[src/hdl/shell_quote_escaper_defines.svh]
// ----------------------------------------------------------------------------
// shell_quote_escaper assertion macros
// shared property forms for the quoting block checks
// ----------------------------------------------------------------------------
`ifndef SHELL_QUOTE_ESCAPER_DEFINES_SVH
`define SHELL_QUOTE_ESCAPER_DEFINES_SVH

// same-cycle implication, checked out of reset
`define SQE_ASSERT_IMPLY(label, clk, rst, ante, cons, msg) \
  label: assert property (@(posedge clk) disable iff (rst) (ante) |-> (cons)) \
    else $error(msg);

// next-cycle implication, checked out of reset
`define SQE_ASSERT_NEXT(label, clk, rst, ante, cons, msg) \
  label: assert property (@(posedge clk) disable iff (rst) (ante) |=> (cons)) \
    else $error(msg);

`endif

[src/hdl/sqe_pkg.sv]
// ----------------------------------------------------------------------------
// sqe_pkg
// types and character constants for the shell quoting block
// ----------------------------------------------------------------------------
`default_nettype none

package sqe_pkg;

  localparam int RUN_MAX = 9;
  localparam int CNT_W   = $clog2(RUN_MAX + 1);

  typedef logic [CNT_W-1:0] cnt_t;
  typedef logic [RUN_MAX-1:0][7:0] run_bytes_t;

  typedef enum logic [1:0] {
    STYLE_RAW    = 2'd0,
    STYLE_DQUOTE = 2'd1,
    STYLE_SHELL  = 2'd2
  } quote_style_t;

  typedef enum logic {
    REG_QUOTE_STYLE  = 1'b0,
    REG_PAD_WHEN_RAW = 1'b1
  } reg_index_t;

  localparam logic [7:0] CH_SPACE  = 8'h20;
  localparam logic [7:0] CH_DQUOTE = 8'h22;
  localparam logic [7:0] CH_DOLLAR = 8'h24;
  localparam logic [7:0] CH_APOS   = 8'h27;
  localparam logic [7:0] CH_ZERO   = 8'h30;
  localparam logic [7:0] CH_BSLASH = 8'h5C;
  localparam logic [7:0] CH_PRINT_LO = 8'h20;
  localparam logic [7:0] CH_PRINT_HI = 8'h7E;

  typedef struct packed {
    logic [7:0] data;
    logic       first;
    logic       last;
    logic       empty;
  } item_t;

  typedef struct packed {
    run_bytes_t bytes;
    cnt_t       count;
    logic       ends;
  } run_t;

  typedef struct packed {
    logic single_q;
    logic ansi_q;
  } quote_state_t;

  // letter for the named control escapes, zero when octal is needed
  function automatic logic [7:0] ctrl_letter(input logic [7:0] c);
    logic [7:0] l;
    case (c)
      8'h07:   l = 8'h61;
      8'h08:   l = 8'h62;
      8'h09:   l = 8'h74;
      8'h0A:   l = 8'h6E;
      8'h0B:   l = 8'h76;
      8'h0C:   l = 8'h66;
      8'h0D:   l = 8'h72;
      default: l = 8'h00;
    endcase
    return l;
  endfunction

endpackage

`default_nettype wire

[src/hdl/sqe_in_reg.sv]
// ----------------------------------------------------------------------------
// sqe_in_reg
// input register stage holding one request until the expander takes it
// ----------------------------------------------------------------------------
`default_nettype none

module sqe_in_reg (
  input  wire logic          clk,
  input  wire logic          rst,
  input  wire logic          in_valid,
  output logic               in_ready,
  input  wire sqe_pkg::item_t item_in,
  input  wire logic          load,
  output logic               pending,
  output sqe_pkg::item_t     item_held
);
  import sqe_pkg::*;

  item_t held;
  logic  held_valid;

  assign in_ready  = !held_valid || load;
  assign pending   = held_valid;
  assign item_held = held;

  always_ff @(posedge clk) begin
    if (rst) begin
      held_valid <= 1'b0;
    end else if (in_valid && in_ready) begin
      held_valid <= 1'b1;
    end else if (load) begin
      held_valid <= 1'b0;
    end
  end

  always_ff @(posedge clk) begin
    if (in_valid && in_ready) begin
      held <= item_in;
    end
  end

endmodule

`default_nettype wire

[config.mk]
export PLATFORM = sky130hd
export DESIGN_NAME = sqe_in_reg
export DESIGN_NICKNAME = d
export VERILOG_FILES = /design/src/hdl/shell_quote_escaper_defines.svh /design/src/hdl/sqe_pkg.sv /design/src/hdl/sqe_in_reg.sv
export SDC_FILE = /design/constraint.sdc
export NUM_CORES = 1
export LEC_CHECK = 0
export BUFFER_PORTS_ARGS = -buffer_cell sky130_fd_sc_hd__buf_4
export CAP_MARGIN = 20
export CORE_AREA = 2 2 39 41
export DETAILED_ROUTE_END_ITERATION = 6
export DIE_AREA = 0 0 41 43
export PLACE_DENSITY = 0.64
export SETUP_SLACK_MARGIN = 0.05
export SYNTH_ARGS = -nofsm -noshare
export SYNTH_HDL_FRONTEND = slang
export SYNTH_SLANG_ARGS = --single-unit
[constraint.sdc]
create_clock -name clk -period 2.05 [get_ports clk]
set_clock_uncertainty 0.2 [all_clocks]
set_input_delay 0.205 -clock clk [delete_from_list [all_inputs] [get_ports clk]]
set_output_delay 0.205 -clock clk [all_outputs]
set_load 0.1 [all_outputs]
* After elaboration in Yosys (flattened, before gate mapping) *
Cells that the tools add are included.

storage, ports and cells
  bits in registers = 12
  bits in latches = 0
  memory bits (writable) = 0
  ROM bits = 0
  input port bits = 15
  output and inout port bits = 13
  memories kept = 0

cells by class
  $add $sub $neg = 0
  multiply operators = 0
  div/mod/pow operators = 0
  order comparisons = 0
  equal/unequal tests = 0
  shifts and indexed selects = 0
  multiplexer cells = 2
  bitwise operators = 0
  reduce and logical (&&, ||, !) cells = 4

operator list
  kind                count
  two-way mux 1 bit   2
  nonzero test 2 bit  1
  logical AND 1 bit   1
  zero test 1 bit     1
  logical OR 1 bit    1

* Logic depth before layout (Yosys ltp) *
Gate-level depths: netlist of run 1.

  depth after elaboration = 4
  depth in mapped cells = 2

* Worst setup path after synthesis of run 1 *
No wires, ideal clock.

  path type = reg2reg
  start = register held_valid (netlist: pending)
  end = register held, in the netlist item_held[0] (enable)
  data arrival time = 1.681 ns
  data required time = 1.597 ns
  path slack = -0.084 ns
  stages on the path, launching flop included = 3
  buffers on the path = 0
  period minus slack after synthesis = 2.134 ns
  path through = dfxtp_1 nand2b_4 and2_4

on the way
  longest elaborated chain between the ends = 3

ends and longest elaborated chain
  what                    line              RTL
  from (decl)             sqe_in_reg.sv:20  logic held_valid;
  from (signal assigned)  sqe_in_reg.sv:28  held_valid <= 1'b0;
  from (signal assigned)  sqe_in_reg.sv:30  held_valid <= 1'b1;
  from (signal assigned)  sqe_in_reg.sv:32  held_valid <= 1'b0;
  zero test 1 bit         sqe_in_reg.sv:22  assign in_ready = !held_valid || load;
  logical OR 1 bit        sqe_in_reg.sv:22
  named net in_ready      sqe_in_reg.sv:11  output logic in_ready,
  logical AND 1 bit       sqe_in_reg.sv:37  if (in_valid && in_ready) begin
  to (signal assigned)    sqe_in_reg.sv:38  held <= item_in;
  to (decl)               sqe_in_reg.sv:19  item_t held;

The timed path passes the listed nets, and every way through them passes these cells.
A chain may end at the register's enable or synchronous reset.

* Worst setup path in the final report of run 1 *
  start = input rst
  end = register held_valid (netlist: pending)

RTL lines
  what         line             RTL
  from (decl)  sqe_in_reg.sv:9  input wire logic rst,

No word-level cell between the ends.

==> metrics.md, run 1 <==
| Metric | Value |
|---|---|
| Status | `finished, final reports clean` |
| Data required, critical path | `2.06 ns` |
| FILL cells | `122` |
| Crit start category | `input pin` |
| Hold Path Stages | `2` |
| Worst-margin pin slew | `0.281 ns` |
| Final core occ | `0.561` |
| Overall die height | `43 um` |
| CP max FO | `1` |
| Die Width | `41 um` |
| Vias in the first global route | `333` |
| Final Hold Fails | `0` |
| H-tree Lvls | `1` |
| Ys async rst share | `0` |
| Post-synth top area share | `0.857` |
| Die outline area | `0.00176 mm2` |
| Via density per instance | `4.08` |
| CP Data Arrival Time | `1.50 ns` |
| FP Rows | `14` |
| Minimum clock period | `1.50 ns` |
| Clk root buf | `clkbuf_4` |
| #FFs+latches synth | `12` |
| Most frequent cell after synthesis | `edfxtp_1` |
| Syn avg cell area | `24.1 um2` |
| Nets@finish | `76` |
| CTS resizes | `0` |
| Sequential cell area fraction in the yosys report | `0.909` |
| Pre-Repair DR Iteration Count | `2` |
| Detail Route Antenna Nets | `0` |
| Clk_lat worst skew | `0.26 ns` |
| Post-synth EDFFs | `11` |
| R2R Path Start | `pending` |
| Diode count | `0` |
| Synth unique cells | `6` |
| I/O Buffers | `27` |
| Drt initial violations | `2` |
| Syn Inst Count | `16` |
| Crit path kind | `in -> reg` |
| Routed wire length | `907 um` |
| Period Utilization, post-route | `0.731` |
| Maximum vdd drop | `0.422 mV` |
| CTS tree | `done` |
| Pins Over Slew Limit | `0` |
| Wire per inst | `11.9 um` |
| Starting Density | `0.278` |
| Final setup viols | `0` |
| Main synth FF type | `edfxtp_1` |
| Non-Filler Instances | `76` |
| R2r worst-path depth | `3` |
| Sink Count | `12` |
| Post-Syn Area | `385 um2` |
| Pleak | `0.340 nW` |
| Vias | `310` |
| R2R Path End | `pending` |
| Placeable Area | `0.00138 mm2` |
| Worst hold start | `in_valid` |
| WHS Endpoint | `item_held[4]` |
| Worst rel slew slack | `0.814` |
| Tot Pwr | `0.649 mW` |
| # DRC | `0` |
| Area contributors post-synth | `edfxtp_1 86%, dfxtp_1 5.2%, nand2b_4 3.6%` |
| YS warnings | `0` |
| Max cap viols | `0` |
| Clock slew at reported path FFs | `0.07 ns` |
| Hpwl dp | `622 um` |
| Placed cells | `59` |
| Synth area leader | `edfxtp_1` |
| CTS Buffer Depth | `2` |
| Worst min-delay path class | `in -> reg` |
| Fraction of layout cells with a size suffix above 1 | `0.583` |
| Critical Path End Type | `flip-flop` |
| Io pins | `28` |
| Largest net degree at the start of global routing | `12` |
| Num CTS Buffers | `3` |
| Mapped Nets | `31` |
| Gr ovfl total | `0` |
| Setup TNS | `0 ns` |
| Max Clock Freq | `667 MHz` |
| Unrepaired setup endpoints after global routing | `false` |
| First-pass GRT wire length | `1280 um` |
| GP Congestion | `0.547` |
| All-Layer GR Usage | `0.119` |
| Area growth, synth to finish | `101%` |
| Initial antenna violation count | `0` |
| R2r setup slk | `0.71 ns` |
| Pwr Density | `837 mW/mm2` |
area by class of cell:
type	count	area, um2	share of cell area
sequential	12	352	0.453
timing repair buffer	40	333	0.429
clock buffer	4	36.3	0.0468
multi-input combinational	3	31.3	0.0403
tap	16	20.0	0.0258
inverter	1	3.75	0.00484
state kept, by name, summed over array words and instances (netlist names):
name       cells
item_held     11
pending        1
per-stage QoR:
stage	hold WS, ns	setup WS (ns)	cell area, um2
final	0.183	0.551	776
after global routing	0.183	0.527	776
after CTS	0.177	0.562	776
after detailed placement	0.156	0.908	609
after global placement	0.157	0.923	609
after floorplan	0.0601	0.321	387
layer usage:
metal	track usage	part of all wire
met5	0	0
met4	0.100	0.030
met2	0.188	0.46
met1	0.114	0.38
met3	0.0419	0.13
cells by family (layout without fill, tap and decap cells):
kind of cell,after synthesis,in the layout,synth area share
AOI/OAI and AO/OA,1,1,0.0227
buffers and inverters,1,45,0.00973
DFF,12,12,0.909
and+or+nand+nor,2,2,0.0584
repair_timing:
action                                 CTS  global route
hold buffers                            13             0
setup endpoints to repair                0             0
endpoints found under the hold margin   12             0
setup buffers                            0             0
placed cells by master (no fill, tap or decap):
master	n
inv_1	1
and2_4	1
clkbuf_4	3
a21oi_2	1
nand2b_4	1
edfxtp_1	11
clkbuf_8	1
buf_4	27
dfxtp_2	1
dlygate4sd3_1	13
worst max path at each step:
stage	cells after the start	start	endpoint	slack [ns]
after floorplan	2	pending	item_held[0]	0.32
after global placement	3	load	item_held[8]	0.92
after detailed placement	3	load	item_held[8]	0.91
after CTS	4	rst	pending	0.56
after global routing	4	rst	pending	0.53
final	4	rst	pending	0.55
power breakdown:
group / internal, mW / total (mW) / leakage, nW / switching [mW]
sequential: 0.284 / 0.289 / 0.115 / 0.00482
clock: 0.108 / 0.178 / 0.0210 / 0.0703
combinational: 0.0549 / 0.182 / 0.204 / 0.127
total: 0.447 / 0.649 / 0.340 / 0.202
critical path: stages:
cell and delay [ns]:
dlygate4sd3_1 0.53, buf_4 0.13, a21oi_2 0.09, dlygate4sd3_1 0.54
No activity file was read; power rests on OpenSTA's default activity.
==> inputs of run 2 (changes only) <==
--- a/config.mk
+++ b/config.mk
@@ -5,12 +5,13 @@
 export SDC_FILE = /design/constraint.sdc
 export NUM_CORES = 1
 export LEC_CHECK = 0
+export ABC_AREA = 1
 export BUFFER_PORTS_ARGS = -buffer_cell sky130_fd_sc_hd__buf_4
 export CAP_MARGIN = 20
 export CORE_AREA = 2 2 39 41
 export DETAILED_ROUTE_END_ITERATION = 6
 export DIE_AREA = 0 0 41 43
-export PLACE_DENSITY = 0.64
+export PLACE_DENSITY = 0.66
 export SETUP_SLACK_MARGIN = 0.05
 export SYNTH_ARGS = -nofsm -noshare
 export SYNTH_HDL_FRONTEND = slang
==> constraint.sdc (replaced) <==
create_clock -name clk -period 1.3 [get_ports clk]
set_clock_uncertainty 0.2 [all_clocks]
set_input_delay 0.13 -clock clk [delete_from_list [all_inputs] [get_ports clk]]
set_output_delay 0.13 -clock clk [all_outputs]
set_load 0.1 [all_outputs]
==> run 2 against run 1 <==
Critical path depth is 2 lower. Sequential share of layout area is 1.2 points lower. Utilization is 1.9 points higher. The run now ends with hold timing left. Register-to-register slack worse by 0.56 ns. Largest cell class is now buffers. Final area is 3.4% higher.
==> metrics.md, run 2 <==
| Metric | Value |
|---|---|
| Max cap viols | `0 (unchanged)` |
| Area contributors post-synth | `edfxtp_1 87%, dfxtp_1 5.3%, a21oi_2 2.3%` |
| Most frequent cells in the layout | `24 x buf_4, 12 x dlygate4sd3_1, 11 x edfxtp_1` |
| Post-Synth Adder-Cell Area | `0 (unchanged)` |
| Post-Syn Area | `378 um2 (-1.9%)` |
| Most frequent cell after synthesis | `edfxtp_1` |
| Clk root buf | `clkbuf_4` |
| Synth unique cells | `7 (+1)` |
| Seq pwr share | `0.468 (+0.023)` |
| First-pass GRT wire length | `1140 um (-11%)` |
| R2R Path End | `item_held[1]` |
| Worst hold start | `load` |
| Unrepaired setup endpoints after global routing | `true` |
| Max FFs per register | `11 (unchanged)` |
| Largest family of logic cells by synthesized area | `compound AO/OA/AOI/OAI gates` |
| Pleak | `0.348 nW (+2.2%)` |
| Worst rel slew slack | `0.812 (-0.00212)` |
| Status | `finished with violations` |
| Largest net degree at the start of global routing | `12 (unchanged)` |
| Maximum vdd drop | `0.607 mV (+44%)` |
| Num CTS Buffers | `3 (unchanged)` |
| CTS tree | `done` |
| R2r worst-path depth | `2 (-1)` |
| # DRC | `0 (unchanged)` |
| Pre-Repair DR Iteration Count | `2 (unchanged)` |
| Via density per instance | `4.08 (about the same)` |
| Hpwl dp | `628 um (+1.0%)` |
| Post-Synth XOR/XNOR Area | `0 (unchanged)` |
| R2R Path Start | `pending` |
| Switching share of total power | `0.330 (+0.0186)` |
| Vias | `314 (+1.3%)` |
| Final core occ | `0.580 (+0.0190)` |
| Die Width | `41 um (unchanged)` |
| Ys async rst share | `0 (unchanged)` |
| Combinational power share | `0.307 (+0.027)` |
| Slowest-stage cell, CP | `dfxtp_4` |
| CP Cell Sequence | `nand2_4 -> buf_8` |
| Nets@finish | `77 (+1.3%)` |
| Main synth FF type | `edfxtp_1` |
| Diode count | `0 (unchanged)` |
| Crit path kind | `reg -> out` |
| Worst-margin pin slew | `0.284 ns (+0.00321 ns)` |
| Syn avg cell area | `22.2 um2 (-7.7%)` |
| GP Congestion | `0.564 (+3.1%)` |
| Worst min-delay path class | `in -> reg` |
| All-Layer GR Usage | `0.0964 (-0.0226)` |
| Violated checks | `hold timing` |
| Clock slew at reported path FFs | `0.07 ns (about the same)` |
| Gr ovfl total | `0 (unchanged)` |
| Sequential cell area fraction in the yosys report | `0.927 (+0.0181)` |
| Area growth, synth to finish | `112%` |
| Final Hold Fails | `1 (+1)` |
| Critical Path End Type | `primary output` |
| #FFs+latches synth | `12 (unchanged)` |
| Internal | `0.653 mW (+46%)` |
| Max stage delay on crit path | `0.37 ns (-0.17 ns)` |
| Max Clock Freq | `813 MHz` |
| Post-synth EDFFs | `11 (unchanged)` |
| Wire per inst | `10.4 um (-13%)` |
| Clk_lat worst skew | `0.26 ns (about the same)` |
| Period Utilization, post-route | `0.946` |
| Routed wire length | `803 um (-11%)` |
| Simple-gate share of the synthesized area | `0.0166 (-0.0419)` |
| R2r setup slk | `0.15 ns (-0.56 ns)` |
| Hold Buf Count CTS | `12 (-1)` |
| Hold Path Stages | `4 (+2)` |
| Detail Route Antenna Nets | `0 (unchanged)` |
| CP Data Arrival Time | `0.90 ns (-0.60 ns)` |
| Post-synthesis mux area share | `0 (unchanged)` |
| FP Rows | `14 (unchanged)` |
| Placeable Area | `0.00138 mm2 (unchanged)` |
| Pwr Density | `1210 mW/mm2 (+45%)` |
| Hold_ws | `-0.0608 ns (-0.244 ns)` |
| Minimum clock period | `1.23 ns` |
| WHS Endpoint | `pending` |
| Fraction of layout cells with a size suffix above 1 | `0.590 (+0.00683)` |
| Area fraction in compound gates after synthesis | `0.0364 (+0.0137)` |
| Syn Inst Count | `17 (+1)` |
| Mapped Nets | `32 (+3.2%)` |
| CTS Buffer Depth | `2 (unchanged)` |
| Pins Over Slew Limit | `0 (unchanged)` |
| Crit start category | `flip-flop` |
| Synth area leader | `edfxtp_1` |
| Post-synth top area share | `0.874 (+0.0170)` |
| H-tree Lvls | `1 (unchanged)` |
| Overall die height | `43 um (unchanged)` |
| Drt initial violations | `2 (unchanged)` |
| Most common cell after layout, fill and taps aside | `buf_4` |
| Clk pwr share | `0.225 (-0.049)` |
| Final setup viols | `0 (unchanged)` |
| CP max FO | `3 (+2)` |
| Initial antenna violation count | `0 (unchanged)` |
| NetSw | `0.322 mW (+59%)` |
| Die outline area | `0.00176 mm2 (unchanged)` |
| Starting Density | `0.273 (-0.00543)` |
| Data required, critical path | `0.97 ns (-1.09 ns)` |
| Setup TNS | `0 ns (unchanged)` |
| I/O Buffers | `27 (unchanged)` |
| Io pins | `28 (unchanged)` |
| Vias in the first global route | `320 (-3.9%)` |
| YS warnings | `0 (unchanged)` |
| Sink Count | `12 (unchanged)` |
[run 2: cell count changes after synthesis, sizes merged]
cell	delta
nand2b	-1
nand2	+1
inv	+1
and2	-1
a21oi	+1
[run 2: kinds of logic after synthesis]
| kind of cell | after synthesis |
|---|---|
| flops | 12 |
| compound gates | 2 |
| buf+inv | 2 |
| simple gates | 1 |
[run 2: power groups by stage]
stage | sequential, mW | combinational (mW) | clock (mW)
global route | 0.458 | 0.310 | 0.246
detailed placement | 0.465 | 0.258 | 0
global placement | 0.464 | 0.256 | 0
finish | 0.456 | 0.299 | 0.219
CTS | 0.456 | 0.289 | 0.231
floorplan | 0.624 | 0.0273 | 0
[run 2: worst max-delay path, delay by kind of cell (launching register included)]
| kind | cells | cell delay, ns |
|---|---|---|
| buf+inv | 1 | 0.19 |
| flops | 1 | 0.37 |
| simple gates | 1 | 0.08 |
[run 2: routing by layer]
metal / vias up / GRT usage / wire length (um)
li1: 149 / - / -
met2: 28 / 0.166 / 346
met3: 0 / 0.0419 / 151
met1: 137 / 0.0931 / 304
met5: - / 0 / 0
met4: 0 / 0.0400 / 0
[run 2: worst max path at each step]
stage               startpoint             to  slack [ns]  cells after the start
finish                 pending       in_ready        0.07                      2
global route           pending       in_ready        0.04                      2
CTS                    pending       in_ready        0.04                      2
detailed placement     pending  item_held[10]        0.07                      1
global placement       pending   item_held[2]        0.11                      1
floorplan              pending   item_held[0]        0.01                      1
[run 2: repair_timing]
action,4_1_cts,5_1_grt
endpoints found under the hold margin,12,1
pin swaps,0,1
endpoints found under the setup margin,2,13
gates resized for setup,2,2
buffers inserted,0,1
cloned,0,0
[run 2: stage by stage]
step           total power, mW  std cells  worst slack (ns)  area, um2
6_report                 0.974         77            0.0696        802
5_1_grt                   1.01         77            0.0352        802
4_1_cts                  0.976         76            0.0402        774
3_5_place_dp             0.722         60            0.0685        621
3_3_place_gp             0.720         60             0.107        621
2_1_floorplan            0.651         17            0.0140        398
[run 2: layout make-up]
| cell class | instances | area, um2 |
|---|---|---|
| Clock buffer | 3 | 22.5 |
| Clock inverter | 1 | 3.75 |
| Fill cell | 123 | 582 |
| Inverter | 2 | 7.51 |
| Multi-Input combinational cell | 3 | 36.3 |
| Sequential cell | 12 | 354 |
| Tap cell | 16 | 20.0 |
| Timing Repair Buffer | 40 | 358 |
