[config.mk]
export PLATFORM = sky130hd
export DESIGN_NAME = sqe_drain
export DESIGN_NICKNAME = d
export VERILOG_FILES = /design/src/hdl/shell_quote_escaper_defines.svh /design/src/hdl/sqe_pkg.sv /design/src/hdl/sqe_drain.sv
export SDC_FILE = /design/constraint.sdc
export NUM_CORES = 1
export LEC_CHECK = 0
export ABC_AREA = 1
export BUFFER_PORTS_ARGS = -buffer_cell sky130_fd_sc_hd__buf_2
export CORE_ASPECT_RATIO = 1.25
export CORE_MARGIN = 3
export CORE_UTILIZATION = 50
export CTS_BUF_LIST = sky130_fd_sc_hd__clkbuf_16
export CTS_CLUSTER_DIAMETER = 50
export DETAILED_ROUTE_END_ITERATION = 12
export PLACE_DENSITY = 0.87
export SYNTH_ARGS = -nofsm -noshare
export SYNTH_HDL_FRONTEND = slang
export SYNTH_SLANG_ARGS = --single-unit
[constraint.sdc]
create_clock -name clk -period 4.85 [get_ports clk]
set_input_delay 0.2425 -clock clk [delete_from_list [all_inputs] [get_ports clk]]
set_output_delay 0.2425 -clock clk [all_outputs]
set_load 0.005 [all_outputs]
[src/hdl/shell_quote_escaper_defines.svh]
// ----------------------------------------------------------------------------
// shell_quote_escaper assertion macros
// shared property forms for the quoting block checks
// ----------------------------------------------------------------------------
`ifndef SHELL_QUOTE_ESCAPER_DEFINES_SVH
`define SHELL_QUOTE_ESCAPER_DEFINES_SVH

// same-cycle implication, checked out of reset
`define SQE_ASSERT_IMPLY(label, clk, rst, ante, cons, msg) \
  label: assert property (@(posedge clk) disable iff (rst) (ante) |-> (cons)) \
    else $error(msg);

// next-cycle implication, checked out of reset
`define SQE_ASSERT_NEXT(label, clk, rst, ante, cons, msg) \
  label: assert property (@(posedge clk) disable iff (rst) (ante) |=> (cons)) \
    else $error(msg);

`endif

[src/hdl/sqe_pkg.sv]
// ----------------------------------------------------------------------------
// sqe_pkg
// types and character constants for the shell quoting block
// ----------------------------------------------------------------------------
`default_nettype none

package sqe_pkg;

  localparam int RUN_MAX = 9;
  localparam int CNT_W   = $clog2(RUN_MAX + 1);

  typedef logic [CNT_W-1:0] cnt_t;
  typedef logic [RUN_MAX-1:0][7:0] run_bytes_t;

  typedef enum logic [1:0] {
    STYLE_RAW    = 2'd0,
    STYLE_DQUOTE = 2'd1,
    STYLE_SHELL  = 2'd2
  } quote_style_t;

  typedef enum logic {
    REG_QUOTE_STYLE  = 1'b0,
    REG_PAD_WHEN_RAW = 1'b1
  } reg_index_t;

  localparam logic [7:0] CH_SPACE  = 8'h20;
  localparam logic [7:0] CH_DQUOTE = 8'h22;
  localparam logic [7:0] CH_DOLLAR = 8'h24;
  localparam logic [7:0] CH_APOS   = 8'h27;
  localparam logic [7:0] CH_ZERO   = 8'h30;
  localparam logic [7:0] CH_BSLASH = 8'h5C;
  localparam logic [7:0] CH_PRINT_LO = 8'h20;
  localparam logic [7:0] CH_PRINT_HI = 8'h7E;

  typedef struct packed {
    logic [7:0] data;
    logic       first;
    logic       last;
    logic       empty;
  } item_t;

  typedef struct packed {
    run_bytes_t bytes;
    cnt_t       count;
    logic       ends;
  } run_t;

  typedef struct packed {
    logic single_q;
    logic ansi_q;
  } quote_state_t;

  // letter for the named control escapes, zero when octal is needed
  function automatic logic [7:0] ctrl_letter(input logic [7:0] c);
    logic [7:0] l;
    case (c)
      8'h07:   l = 8'h61;
      8'h08:   l = 8'h62;
      8'h09:   l = 8'h74;
      8'h0A:   l = 8'h6E;
      8'h0B:   l = 8'h76;
      8'h0C:   l = 8'h66;
      8'h0D:   l = 8'h72;
      default: l = 8'h00;
    endcase
    return l;
  endfunction

endpackage

`default_nettype wire

[src/hdl/sqe_drain.sv]
// ----------------------------------------------------------------------------
// sqe_drain
// run buffer that hands out the expanded bytes one per cycle while out_ready is high
// ----------------------------------------------------------------------------
`default_nettype none

module sqe_drain (
  input  wire logic          clk,
  input  wire logic          rst,
  input  wire logic          pending,
  input  wire sqe_pkg::run_t run,
  output logic               load,
  output logic               out_valid,
  input  wire logic          out_ready,
  output logic [7:0]         out_byte,
  output logic               last_of_run,
  output logic               end_of_string
);
  import sqe_pkg::*;

  run_t buf_run;
  logic buf_valid;
  cnt_t idx;
  logic at_last;
  logic free;

  assign at_last = (idx == buf_run.count - cnt_t'(1));
  assign free    = !buf_valid || (out_ready && at_last);
  assign load    = pending && free;

  assign out_valid     = buf_valid;
  assign out_byte      = buf_run.bytes[idx];
  assign last_of_run   = at_last;
  assign end_of_string = at_last && buf_run.ends;

  always_ff @(posedge clk) begin
    if (rst) begin
      buf_valid <= 1'b0;
      idx       <= '0;
    end else if (load) begin
      buf_valid <= (run.count != '0);
      idx       <= '0;
    end else if (buf_valid && out_ready) begin
      if (at_last) begin
        buf_valid <= 1'b0;
      end
      idx <= idx + cnt_t'(1);
    end
  end

  always_ff @(posedge clk) begin
    if (load) begin
      buf_run <= run;
    end
  end

endmodule

`default_nettype wire

Yosys cells after proc, flatten, opt, wreduce, memory -nomap -nowiden
Index checks and enable logic that the tools add are counted.
{"block": "classes", "n_addsub": 2, "magnitude_cmp": 1, "eq_ne": 1, "reduce_logical": 11, "muxes": 5}
{"operator": "binary-select mux 8 bit (select 4 bit)", "n": 1}
{"operator": "2-to-1 mux 8 bit", "n": 1}
{"operator": "less-than comparator 4 x 5 -> 1 bit (second input constant)", "n": 1}
{"operator": "adder 4 x 1 -> 4 bit (second input constant)", "n": 1}
{"operator": "== test 4 bit", "n": 1}
{"operator": "logical AND 1 bit", "n": 4}
{"operator": "nonzero test 2 bit", "n": 2}
{"operator": "nonzero test 4 bit", "n": 1}
{"operator": "subtractor 4 x 1 -> 4 bit (second input constant)", "n": 1}
{"operator": "2-to-1 mux 1 bit", "n": 3}
{"operator": "AND reduction 2 bit", "n": 1}
{"operator": "OR reduction 2 bit", "n": 1}
{"operator": "logical NOT 1 bit", "n": 1}
{"operator": "logical OR 1 bit", "n": 1}
{"block": "totals", "out_inout_bits": 12, "ff_bits": 82, "elab_cells": 33}

Depth between registers and ports, before layout
Gate-level depths: netlist of run 1.
{"block": "logic_depth", "word_depth": 7, "ltp_mapped": 12, "mapped_depth_nobuf": 12}

Least setup slack after synthesis of run 1
OpenSTA, ideal clock, no wires.
{"block": "synth_timing", "path_type": "flip-flop to flip-flop", "from": "register buf_run[1] (netlist name)", "to": "register buf_run[0] (netlist name), enable pin", "t_required_ps": 4418, "setup_slack_ps": 1655, "setup_ps": 432, "period_less_slack_ps": 3195, "path_stages_with_launch": 12, "arrival_ps": 2763, "path_cell_list": "edfxtp_1 > inv_1 > ha_1 > nand2_1 > inv_1 > nor2_1 > nand2_1 > nor2_2 > nand3_1 > nand2_2 > nand2_2 > inv_1"}
{"block": "synth_via", "elab_chain_len": 5}
{"element": "start: declaration", "line": "sqe_drain.sv:21", "rtl": "run_t buf_run;"}
{"element": "start signal: assignment", "line": "sqe_drain.sv:53", "rtl": "buf_run <= run;"}
{"element": "subtractor 4 x 1 -> 4 bit", "line": "sqe_drain.sv:27", "rtl": "assign at_last = (idx == buf_run.count - cnt_t'(1));"}
{"element": "== test 4 bit", "line": "sqe_drain.sv:27"}
{"element": "logical AND 1 bit", "line": "sqe_drain.sv:28", "rtl": "assign free = !buf_valid || (out_ready && at_last);"}
{"element": "logical OR 1 bit", "line": "sqe_drain.sv:28"}
{"element": "logical AND 1 bit", "line": "sqe_drain.sv:29", "rtl": "assign load = pending && free;"}
{"element": "named net load", "line": "sqe_drain.sv:12", "rtl": "output logic load,"}
The timed path passes the listed nets, and every way through them passes these cells.
A chain may end at the register's enable or synchronous reset.

Worst setup path after layout of run 1
{"block": "layout_timing", "from": "register idx[0]", "to": "output port load"}
{"block": "layout_via", "elab_chain_len": 4}
{"element": "start: declaration", "line": "sqe_drain.sv:23", "rtl": "cnt_t idx;"}
{"element": "start signal: assignment", "line": "sqe_drain.sv:47", "rtl": "idx <= idx + cnt_t'(1);"}
{"element": "== test 4 bit", "line": "sqe_drain.sv:27"}
{"element": "logical AND 1 bit", "line": "sqe_drain.sv:28"}
{"element": "logical OR 1 bit", "line": "sqe_drain.sv:28"}
{"element": "logical AND 1 bit", "line": "sqe_drain.sv:29"}
{"element": "end: declaration", "line": "sqe_drain.sv:12"}
No other way between the ends.

==> results of run 1 <==
## worst max-delay path by stage
stage	slack (ns)	start	to
2_1_floorplan	1.65	buf_run[1]	buf_run[0]
3_3_place_gp	2.18	idx[0]	load
3_5_place_dp	2.08	idx[0]	load
4_1_cts	1.72	idx[0]	load
5_1_grt	1.44	idx[0]	load
6_report	1.70	idx[0]	load
## worst max-delay path, cell delays in order, from the launching register on
cell	delay, ns
dfxtp_1	1.15
nor2_1	0.12
nor2_1	0.14
nand2_1	0.07
nor2_2	0.12
nand3_1	0.09
nand2_2	0.08
nand2_2	0.07
inv_2	0.06
buf_4	0.45
buf_2	0.21
## state kept, by name, indices dropped and copies added, names as in the netlist
name,count
buf_run,77
idx,4
out_valid,1
## layer usage
layer  routed length (µm)  GRT usage  part of all wire  vias to the layer above
met3                  441     0.0351             0.061                       24
met5                    0          0                 0                        -
met4                  272      0.114             0.037                        0
met2                 3880      0.341              0.53                      122
li1                     -          -                 -                     1162
met1                 2670      0.230              0.37                     1120
## power by group through the flow
stage	combinational [W]	clock, W	sequential, W
6_report	0.000109	0.000769	0.000840
5_1_grt	0.000123	0.000807	0.000844
4_1_cts	0.000109	0.000778	0.000840
3_5_place_dp	0.000107	0	0.000855
3_3_place_gp	0.000103	0	0.000853
2_1_floorplan	0.0000589	0	0.000849
## cell families after synthesis
logic type	after synthesis
and+or+nand+nor	86
DFF	82
AOI/OAI and AO/OA	65
buffers and inverters	39
xor gates and xnor gates	2
adders and majority gates	2
## placed cells by master (no fill, tap or decap), types with 3 or more instances in the layout
master      n
o221ai_1    4
nor2_1     53
clkbuf_16   9
o211ai_1   12
edfxtp_1   77
inv_1      24
nand2_2     3
o21ai_0    36
o21ai_1    11
buf_2      92
nand3_1     7
nand2_1    20
inv_2       3
bufinv_16   3
dfxtp_1     5
## final cells by class
cell class	count	area, µm²
flip-flops and latches	82	2410
fillers	433	2160
multi-input cells	155	762
repair buffers	94	475
clock buffers	9	225
clock inverters	7	116
well taps	85	106
inverters	27	104
## stage by stage
stage,util,hold slack [ns]
6_report,0.660,0.0750
5_1_grt,0.660,0.0688
4_1_cts,0.660,0.0657
3_5_place_dp,0.606,0.421
3_3_place_gp,0.606,0.420
2_1_floorplan,-,0.312
## cell usage after synthesis
cell type | n | area share
nand2_1 | 20 | 0.022
dfxtp_1 | 5 | 0.030
inv_2 | 2 | 0.0022
inv_4 | 1 | 0.0019
buf_6 | 5 | 0.017
buf_2 | 3 | 0.0044
nor2_1 | 53 | 0.059
inv_1 | 24 | 0.027
edfxtp_1 | 77 | 0.68
nor3_1 | 1 | 0.0015
o41ai_1 | 1 | 0.0026
a21oi_1 | 1 | 0.0015
nand2_2 | 3 | 0.0056
o221ai_1 | 4 | 0.010
clkbuf_1 | 1 | 0.0011
o21ai_0 | 36 | 0.053
o211ai_1 | 12 | 0.027
buf_4 | 3 | 0.0067
nand4_1 | 1 | 0.0019
o21ai_1 | 11 | 0.016
xor2_1 | 2 | 0.0052
nand3_1 | 7 | 0.010
ha_1 | 2 | 0.0074
nor2_2 | 1 | 0.0019
==> impl_metrics.yaml, run 1 <==
outcome:
  outcome: "completed"
pwr:
  sequentialPowerShare: 0.489
  power_w: 0.00172
  switching_power_w: 0.000344
  p_int_w: 0.00137
  max-vdd-ir-drop_v: 0.000273
  p_sw_frac: 0.200
  comb_power_share: 0.063
  p_leak_nw: 1.73
  clock_power_share: 0.448
  pwr_density_cell_mw_per_mm2: 409
clock_network:
  postCtsSetupBuffers: 0
  cts_hold_buf: 0
  cts_tree: "yes"
  cts_made_buffers: 9
  clock_path_buffers: 2
  cts_root_buf: "clkbuf_16"
  post_cts_resized: 0
  cts-htree-levels: 3
  clk_pin_slew_ns: 0.06
  clock_latency_ns: 0.34
  cts.sinks: 82
yosys:
  synth_nets: 359
  syn_area_per_cell_um2: 12.2
  synth.area.mux_share: 0
  syn_area_mm2: 0.00338
  yosysSeqAreaShare: 0.715
  yosysWarnings: 0
  yosys.area_share.simple: 0.102
  synth_cells: 276
  synth_compound_area_frac: 0.111
  synthAdderAreaFrac: 0.00741
  ys_seq_elements: 82
  synth-xor-area-share: 0.00519
  synth_top_family_by_area: "compound AO/OA/AOI/OAI gates"
  ys_types: 24
global_route:
  grt_overflow: 0
  antenna_found_initial: 0
  grt_pass1_vias: 2488
  grt_usage: 0.199
  grt_max_degree: 46
  grt_first_pass_wirelength_um: 11700
die:
  fp.dieArea_mm2: 0.00778
  rows: 32
  fp.dieW_um: 79.5
  io_pins: 93
  core-area_mm2: 0.00637
  chipHeight_um: 97.9
  start_util: 0.530
place:
  post-place-ws_ns: 2.08
  dp_hpwl_um: 4790
  port_buffers: 92
  place_inst: 443
  placed_area_mm2: 0.00386
  place_congestion: 0.814
detailed_routing:
  vias: 2428
  drtPass1Iterations: 5
  antenna_left: 0
  drc_errors: 0
  drt-wirelength-per-cell_um: 15.8
  drt-initial-drc-count: 206
  routed_wl_um: 7260
  via_per_inst: 5.29
timing:
  relSlewSlack: 0.170
  finalCritPeriodShare: 0.649
  setup_tns_ns: 0
  finalClockSkew_ns: 0.00509
  worst_slew_pin_slew_ns: 1.24
  fin_crit_ns: 3.15
  slew_viol_final: 0
  setup_slack_ns: 1.70
  setup_violations: 0
  hold_viol_final: 0
  rsz0062_at_grt: "false"
  fmax_mhz: 318
worst_setup_path:
  worstSetupPathType: "flop to primary output"
  cp.required_ns: 4.61
  worstPathMaxFanout: 45
  regToRegEndpoint: "buf_run[12]"
  end_kind: "primary output"
  worstPathArrival_ns: 2.90
  r2r_cells: 9
  r2r_setup_slack_ns: 2.13
  start_kind: "flop"
  rr_startpoint: "idx[0]"
flow_run:
  maxCapViolations: 0
cells_and_area:
  fin_area_mm2: 0.00420
  nets: 452
  syn2layout_area_growth_pct: 24.5
  antenna_cells: 0
  drive_gt1_frac: 0.313
  final_cells: 459
worst_hold_path:
  hold_start: "run[70]"
  hold_path_depth: 1
  hold_class: "primary input to flop"
  hold_end: "buf_run[70]"
Note: power is estimated with default switching activity, not from simulation.
==> run 2, diff against run 1 <==
--- a/config.mk
+++ b/config.mk
@@ -5,15 +5,15 @@
 export SDC_FILE = /design/constraint.sdc
 export NUM_CORES = 1
 export LEC_CHECK = 0
-export ABC_AREA = 1
+export ABC_AREA = 0
 export BUFFER_PORTS_ARGS = -buffer_cell sky130_fd_sc_hd__buf_2
 export CORE_ASPECT_RATIO = 1.25
 export CORE_MARGIN = 3
-export CORE_UTILIZATION = 50
+export CORE_UTILIZATION = 47
 export CTS_BUF_LIST = sky130_fd_sc_hd__clkbuf_16
 export CTS_CLUSTER_DIAMETER = 50
 export DETAILED_ROUTE_END_ITERATION = 12
-export PLACE_DENSITY = 0.87
+export PLACE_DENSITY = 0.86
 export SYNTH_ARGS = -nofsm -noshare
 export SYNTH_HDL_FRONTEND = slang
 export SYNTH_SLANG_ARGS = --single-unit
==> constraint.sdc (replaced) <==
create_clock -name clk -period 2.6 [get_ports clk]
set_input_delay 0.13 -clock clk [delete_from_list [all_inputs] [get_ports clk]]
set_output_delay 0.13 -clock clk [all_outputs]
set_load 0.005 [all_outputs]
==> run 2 against run 1 <==
  * Synthesized area fell by 0.48%
  * Largest power group unchanged
  * Core utilization up 8.3 points
  * Synthesized cell count shrank 26%
  * Global-route usage grew 0.91 points
  * Count of clock-buffer cells in the layout is the same
  * Largest cell class unchanged
==> impl_metrics.yaml, run 2 <==
pwr:
  p_sw_frac: 0.206
  clock_power_share: 0.387
  switching_power_w: 0.000639
  sequentialPowerShare: 0.506
  power_w: 0.00311
  pwr_density_cell_mw_per_mm2: 621
  comb_power_share: 0.107
  p_int_w: 0.00247
  max-vdd-ir-drop_v: 0.000491
  p_leak_nw: 1.93
clock_network:
  cts_tree: "yes"
  cts.sinks: 82
  post_cts_resized: 0
  clock_latency_ns: 0.33
  cts_root_buf: "clkbuf_16"
  clock_path_buffers: 2
  cts-htree-levels: 3
  clk_pin_slew_ns: 0.06
  cts_made_buffers: 9
worst_setup_path:
  critPathMaxStageDelay_ns: 0.39
  start_kind: "flop"
  worstPathCellList: "inv_1, ha_1, xor2_1, nand3_2, nor3_2, nand2b_4, buf_12, buf_2"
  worstPathArrival_ns: 2.33
  crit_slowest_cell: "edfxtp_1"
  worstPathMaxFanout: 33
  r2r_setup_slack_ns: 0.34
  worstSetupPathType: "flop to primary output"
  cp.required_ns: 2.47
  end_kind: "primary output"
die:
  fp.dieArea_mm2: 0.00820
  chipHeight_um: 101
  fp.dieW_um: 81.6
  io_pins: 93
  rows: 33
  start_util: 0.499
  core-area_mm2: 0.00673
cells_and_area:
  nets: 466
  drive_gt1_frac: 0.327
  regMostFlops: "buf_run"
  largest_reg_flops: 77
  fin_area_mm2: 0.00500
  syn2layout_area_growth_pct: 48.8
  mostFrequentLayoutCells: "buf_2 (92), edfxtp_1 (77), dlygate4sd3_1 (73), mux2i_1 (33), nand2_1 (19)"
  final_common_cell: "buf_2"
  antenna_cells: 0
  post-route-util: 0.743
  fill_cells: 418
detailed_routing:
  wl_met2_um: 4670
  drt-wirelength-per-cell_um: 17.4
  highest_layer: "met4"
  wirelength_met1_um: 3110
  wl_met3_um: 354
  via_per_inst: 4.98
  vias: 2364
  drc_errors: 0
  routed_wl_um: 8280
  antenna_left: 0
  drtPass1Iterations: 4
  drt-initial-drc-count: 134
timing:
  setup_tns_ns: 0
  hold_viol_final: 0
  setup_slack_ns: 0.139
  rsz0062_at_grt: "false"
  worst_slew_pin_slew_ns: 0.742
  finalCritPeriodShare: 0.946
  fmax_mhz: 406
  finalClockSkew_ns: 0.00819
  slew_viol_final: 0
  setup_violations: 0
  fin_crit_ns: 2.46
  relSlewSlack: 0.503
global_route:
  grt_pass1_vias: 2520
  grt_usage: 0.208
  antenna_found_initial: 0
  grt_overflow: 0
  grt_first_pass_wirelength_um: 12300
  grt_max_degree: 34
yosys:
  ys_types: 33
  synth_edf_count: 77
  synth_top_cell_by_area: "edfxtp_1"
  syn_area_per_cell_um2: 16.4
  ys_top_cells_by_count: "edfxtp_1 (77), mux2i_1 (33), nand2_1 (19)"
  ys_async_sr_fraction: 0
  yosys-top-cells-area: "edfxtp_1 (69%), mux2i_1 (9.8%), a22oi_1 (3.6%), dfxtp_1 (3.0%), nand2_1 (2.1%)"
  synth_top_area_frac: 0.688
  synth_cells: 205
  synthMostInstantiatedCell: "edfxtp_1"
  syn_area_mm2: 0.00336
  yosysSeqAreaShare: 0.718
  synth_nets: 288
  synth_ff_type: "edfxtp_1"
  yosysWarnings: 0
  ys_seq_elements: 82
place:
  post-place-ws_ns: 0.325
  placed_area_mm2: 0.00394
  place_congestion: 0.853
  dp_hpwl_um: 4770
  port_buffers: 92
outcome:
  outcome: "completed"
flow_run:
  maxCapViolations: 0
worst_hold_path:
  hold_class: "primary input to flop"
==> run 2: changes by cell type after synthesis, moves of 3 or more <==
cell / before / now
o211ai_1: 12 / 0
nor2_1: 53 / 2
and2_1: 0 / 4
o221ai_1: 4 / 0
inv_1: 24 / 3
nand3_1: 7 / 2
mux2i_1: 0 / 33
nand2_2: 3 / 0
o21ai_0: 36 / 0
o21ai_1: 11 / 8
a22oi_1: 0 / 16
==> run 2: layout make-up <==
type,count,area (µm²),area share
clock buffers,9,225,0.0450
clock inverters,7,62.6,0.0125
inverters,3,11.3,0.00225
multi-input cells,111,880,0.176
flip-flops and latches,82,2410,0.483
well taps,87,109,0.0218
repair buffers,176,1300,0.260
==> run 2: worst max-delay path: cells and delay by family, from the launching register on <==
family / cells / cell delay, ns
fa+ha+maj: 1 / 0.30
buf+inv: 3 / 0.41
xor+xnor: 1 / 0.18
flops: 1 / 0.39
simple gates: 3 / 0.70
==> run 2: logic make-up after synthesis <==
group	share of synthesized area
AND/OR/NAND/NOR	0.0659
buffers and inverters	0.0250
flip-flops	0.718
multiplexers	0.0983
AO/OA/AOI/OAI	0.0607
XOR/XNOR	0.0246
adder cells (fa/ha/maj)	0.00745
==> run 2: worst paths after layout <==
path	cells past startpoint	to	from
max	8	load	buf_run[1]
min	2	out_valid	rst
max reg2reg	8	buf_run[42]	buf_run[1]
min reg2reg	2	out_valid	out_valid
==> run 2: metrics by stage <==
step / hold slack, ns / std cells
after detailed placement: 0.308 / 380
after floorplan: 0.196 / 205
after global routing: 0.000462 / 475
final: 0.00996 / 475
after global placement: 0.308 / 380
after CTS: 0.00124 / 467
==> run 2: metal layers <==
layer  global-route usage  vias up
li1                     -     1140
met1                0.233     1138
met2                0.384       71
met3               0.0438       15
met4               0.0703        0
met5                    0        -
==> run 2: what timing repair did <==
item                       in CTS  in global routing
setup endpoints to repair       0                  1
hold endpoints to repair       71                  2
hold buffers                   71                  2
buffers inserted                0                  5
==> run 2: power by group through the flow <==
stage	Combinational, W	Clock (W)	Sequential (W)
after floorplan	0.000113	0	0.00159
after global placement	0.000224	0	0.00159
after detailed placement	0.000230	0	0.00160
after CTS	0.000312	0.00120	0.00157
after global routing	0.000361	0.00128	0.00158
final	0.000332	0.00120	0.00157
==> run 3, diff against run 2 <==
--- a/config.mk
+++ b/config.mk
@@ -9,11 +9,11 @@
 export BUFFER_PORTS_ARGS = -buffer_cell sky130_fd_sc_hd__buf_2
 export CORE_ASPECT_RATIO = 1.25
 export CORE_MARGIN = 3
-export CORE_UTILIZATION = 47
+export CORE_UTILIZATION = 50
 export CTS_BUF_LIST = sky130_fd_sc_hd__clkbuf_16
 export CTS_CLUSTER_DIAMETER = 50
 export DETAILED_ROUTE_END_ITERATION = 12
-export PLACE_DENSITY = 0.86
+export PLACE_DENSITY = 0.87
 export SYNTH_ARGS = -nofsm -noshare
 export SYNTH_HDL_FRONTEND = slang
 export SYNTH_SLANG_ARGS = --single-unit
==> constraint.sdc (replaced) <==
create_clock -name clk -period 3.1 [get_ports clk]
set_input_delay 0.155 -clock clk [delete_from_list [all_inputs] [get_ports clk]]
set_output_delay 0.155 -clock clk [all_outputs]
set_load 0.005 [all_outputs]
==> run 3 against run 2 <==
  * Global-route usage is 3.8 points higher
  * Core utilization is 2.6 points higher
  * Setup slack better by 0.40 ns
  * Critical path depth is 1 lower
  * Count of clock-buffer cells in the layout is the same
  * Final cell count is 3.8% lower
  * Die area fell by 5.6%
  * Cell area shrank 2.8%
  * Sequential share of layout area increased by 1.4 points
  * Via count grew 8.2%
  * Clock skew is 0.0013 ns lower
  * Flip-flop and latch count did not move
  * Critical path type unchanged
  * Highest routed layer unchanged
==> impl_metrics.yaml, run 3 (synthesized netlist as in run 2, its figures left out) <==
global_route:
  grt_max_degree: 46
  grt_usage: 0.246
  grt_pass1_vias: 2546
  antenna_found_initial: 0
  grt_first_pass_wirelength_um: 13600
  grt_overflow: 0
timing:
  fmax_mhz: 390
  fin_crit_ns: 2.56
  worst_slew_pin_slew_ns: 0.822
  finalCritPeriodShare: 0.826
  setup_violations: 0
  relSlewSlack: 0.451
  setup_tns_ns: 0
  setup_slack_ns: 0.538
  finalClockSkew_ns: 0.00694
  hold_viol_final: 0
  whs_ns: 0.0108
  slew_viol_final: 0
  rsz0062_at_grt: "false"
worst_setup_path:
  start_kind: "flop"
  worstPathArrival_ns: 2.41
  r2r_cells: 7
  worstPathMaxFanout: 34
  critPathMaxStageDelay_ns: 0.50
  worstPathCellList: "inv_1, ha_1, xor2_1, nand3_2, nor3_2, nand2b_4, buf_2"
  worstSetupPathType: "flop to primary output"
  end_kind: "primary output"
  crit_slowest_cell: "nand2b_4"
  cp.required_ns: 2.94
die:
  core-area_mm2: 0.00633
  start_util: 0.531
  rows: 32
  io_pins: 93
  chipHeight_um: 97.6
  fp.dieW_um: 79.3
  fp.dieArea_mm2: 0.00774
clock_network:
  cts-htree-levels: 3
  cts_tree: "yes"
  cts_hold_buf: 55
  cts_made_buffers: 9
  post_cts_resized: 0
  postCtsSetupBuffers: 0
  cts_root_buf: "clkbuf_16"
  clock_path_buffers: 2
  clock_latency_ns: 0.34
  clk_pin_slew_ns: 0.07
  cts.sinks: 82
detailed_routing:
  drt-wirelength-per-cell_um: 22.6
  routed_wl_um: 10300
  via_per_inst: 5.60
  drtPass1Iterations: 5
  drt-initial-drc-count: 255
  drc_errors: 0
  antenna_left: 0
  vias: 2557
cells_and_area:
  nets: 450
  regMostFlops: "buf_run"
  mostFrequentLayoutCells: "buf_2 (92), edfxtp_1 (77), dlygate4sd3_1 (67), mux2i_1 (33), nand2_1 (19)"
  syn2layout_area_growth_pct: 44.7
  largest_reg_flops: 77
  final_common_cell: "buf_2"
  final_cells: 457
  antenna_cells: 0
  drive_gt1_frac: 0.323
pwr:
  p_sw_frac: 0.233
  clock_power_share: 0.407
  sequentialPowerShare: 0.492
  p_leak_nw: 1.84
  comb_power_share: 0.101
  switching_power_w: 0.000628
  max-vdd-ir-drop_v: 0.000435
  p_int_w: 0.00207
  pwr_density_cell_mw_per_mm2: 555
place:
  port_buffers: 92
  dp_hpwl_um: 4830
  place_congestion: 0.769
  place_inst: 374
  post-place-ws_ns: 0.683
outcome:
  outcome: "completed"
worst_hold_path:
  hold_path_depth: 1
  hold_class: "primary input to flop"
flow_run:
  maxCapViolations: 0
[run 3: changes by cell type in the layout (fill, tap and decap cells not counted)]
cell           previous run  this run
buf_12                    2         1
buf_4                     9         1
clkinv_1                  1         0
clkinvlp_4                1         2
dlygate4sd3_1            73        67
inv_1                     5         3
inv_6                     0         2
nand2b_2                  1         0
[run 3: power by group through the flow]
stage               sequential [W]  clock, W  combinational, W
finish                     0.00133   0.00110          0.000273
global route               0.00133   0.00114          0.000291
CTS                        0.00132   0.00107          0.000244
detailed placement         0.00134         0          0.000188
global placement           0.00134         0          0.000183
floorplan                  0.00134         0         0.0000937
[run 3: worst paths after layout]
kind                            startpoint          end  slack (ns)
worst min-delay path               run[74]  buf_run[74]        0.01
worst min register to register   out_valid    out_valid        0.58
worst max register to register  buf_run[1]  buf_run[65]        0.58
worst max-delay path            buf_run[1]         load        0.54
[run 3: routing by layer]
layer | track usage | wire length (µm) | vias up
li1 | - | - | 1111
met1 | 0.285 | 3410 | 1228
met2 | 0.433 | 5670 | 187
met3 | 0.0584 | 855 | 31
met4 | 0.0966 | 382 | 0
met5 | 0 | 0 | -
[run 3: cell type report]
| cell class | instances | area [µm²] |
|---|---|---|
| multi-input cells | 110 | 871 |
| clock inverters | 7 | 76.3 |
| flip-flops and latches | 82 | 2410 |
| clock buffers | 9 | 225 |
| well taps | 85 | 106 |
| inverters | 3 | 11.3 |
| fillers | 340 | 1460 |
| repair buffers | 161 | 1160 |
[run 3: critical path, delay by kind of cell, from the launching register on]
family	cells	cell delay, ns
adders and majority gates	1	0.31
xor gates and xnor gates	1	0.19
buffers and inverters	2	0.26
and+or+nand+nor	3	0.91
DFF	1	0.38
[run 3: through the flow]
stage,util,power [W],cell area (µm²)
2_1_floorplan,-,0.00143,3360
3_3_place_gp,0.615,0.00152,3890
3_5_place_dp,0.615,0.00153,3890
4_1_cts,0.750,0.00263,4740
5_1_grt,0.769,0.00276,4860
6_report,0.769,0.00270,4860
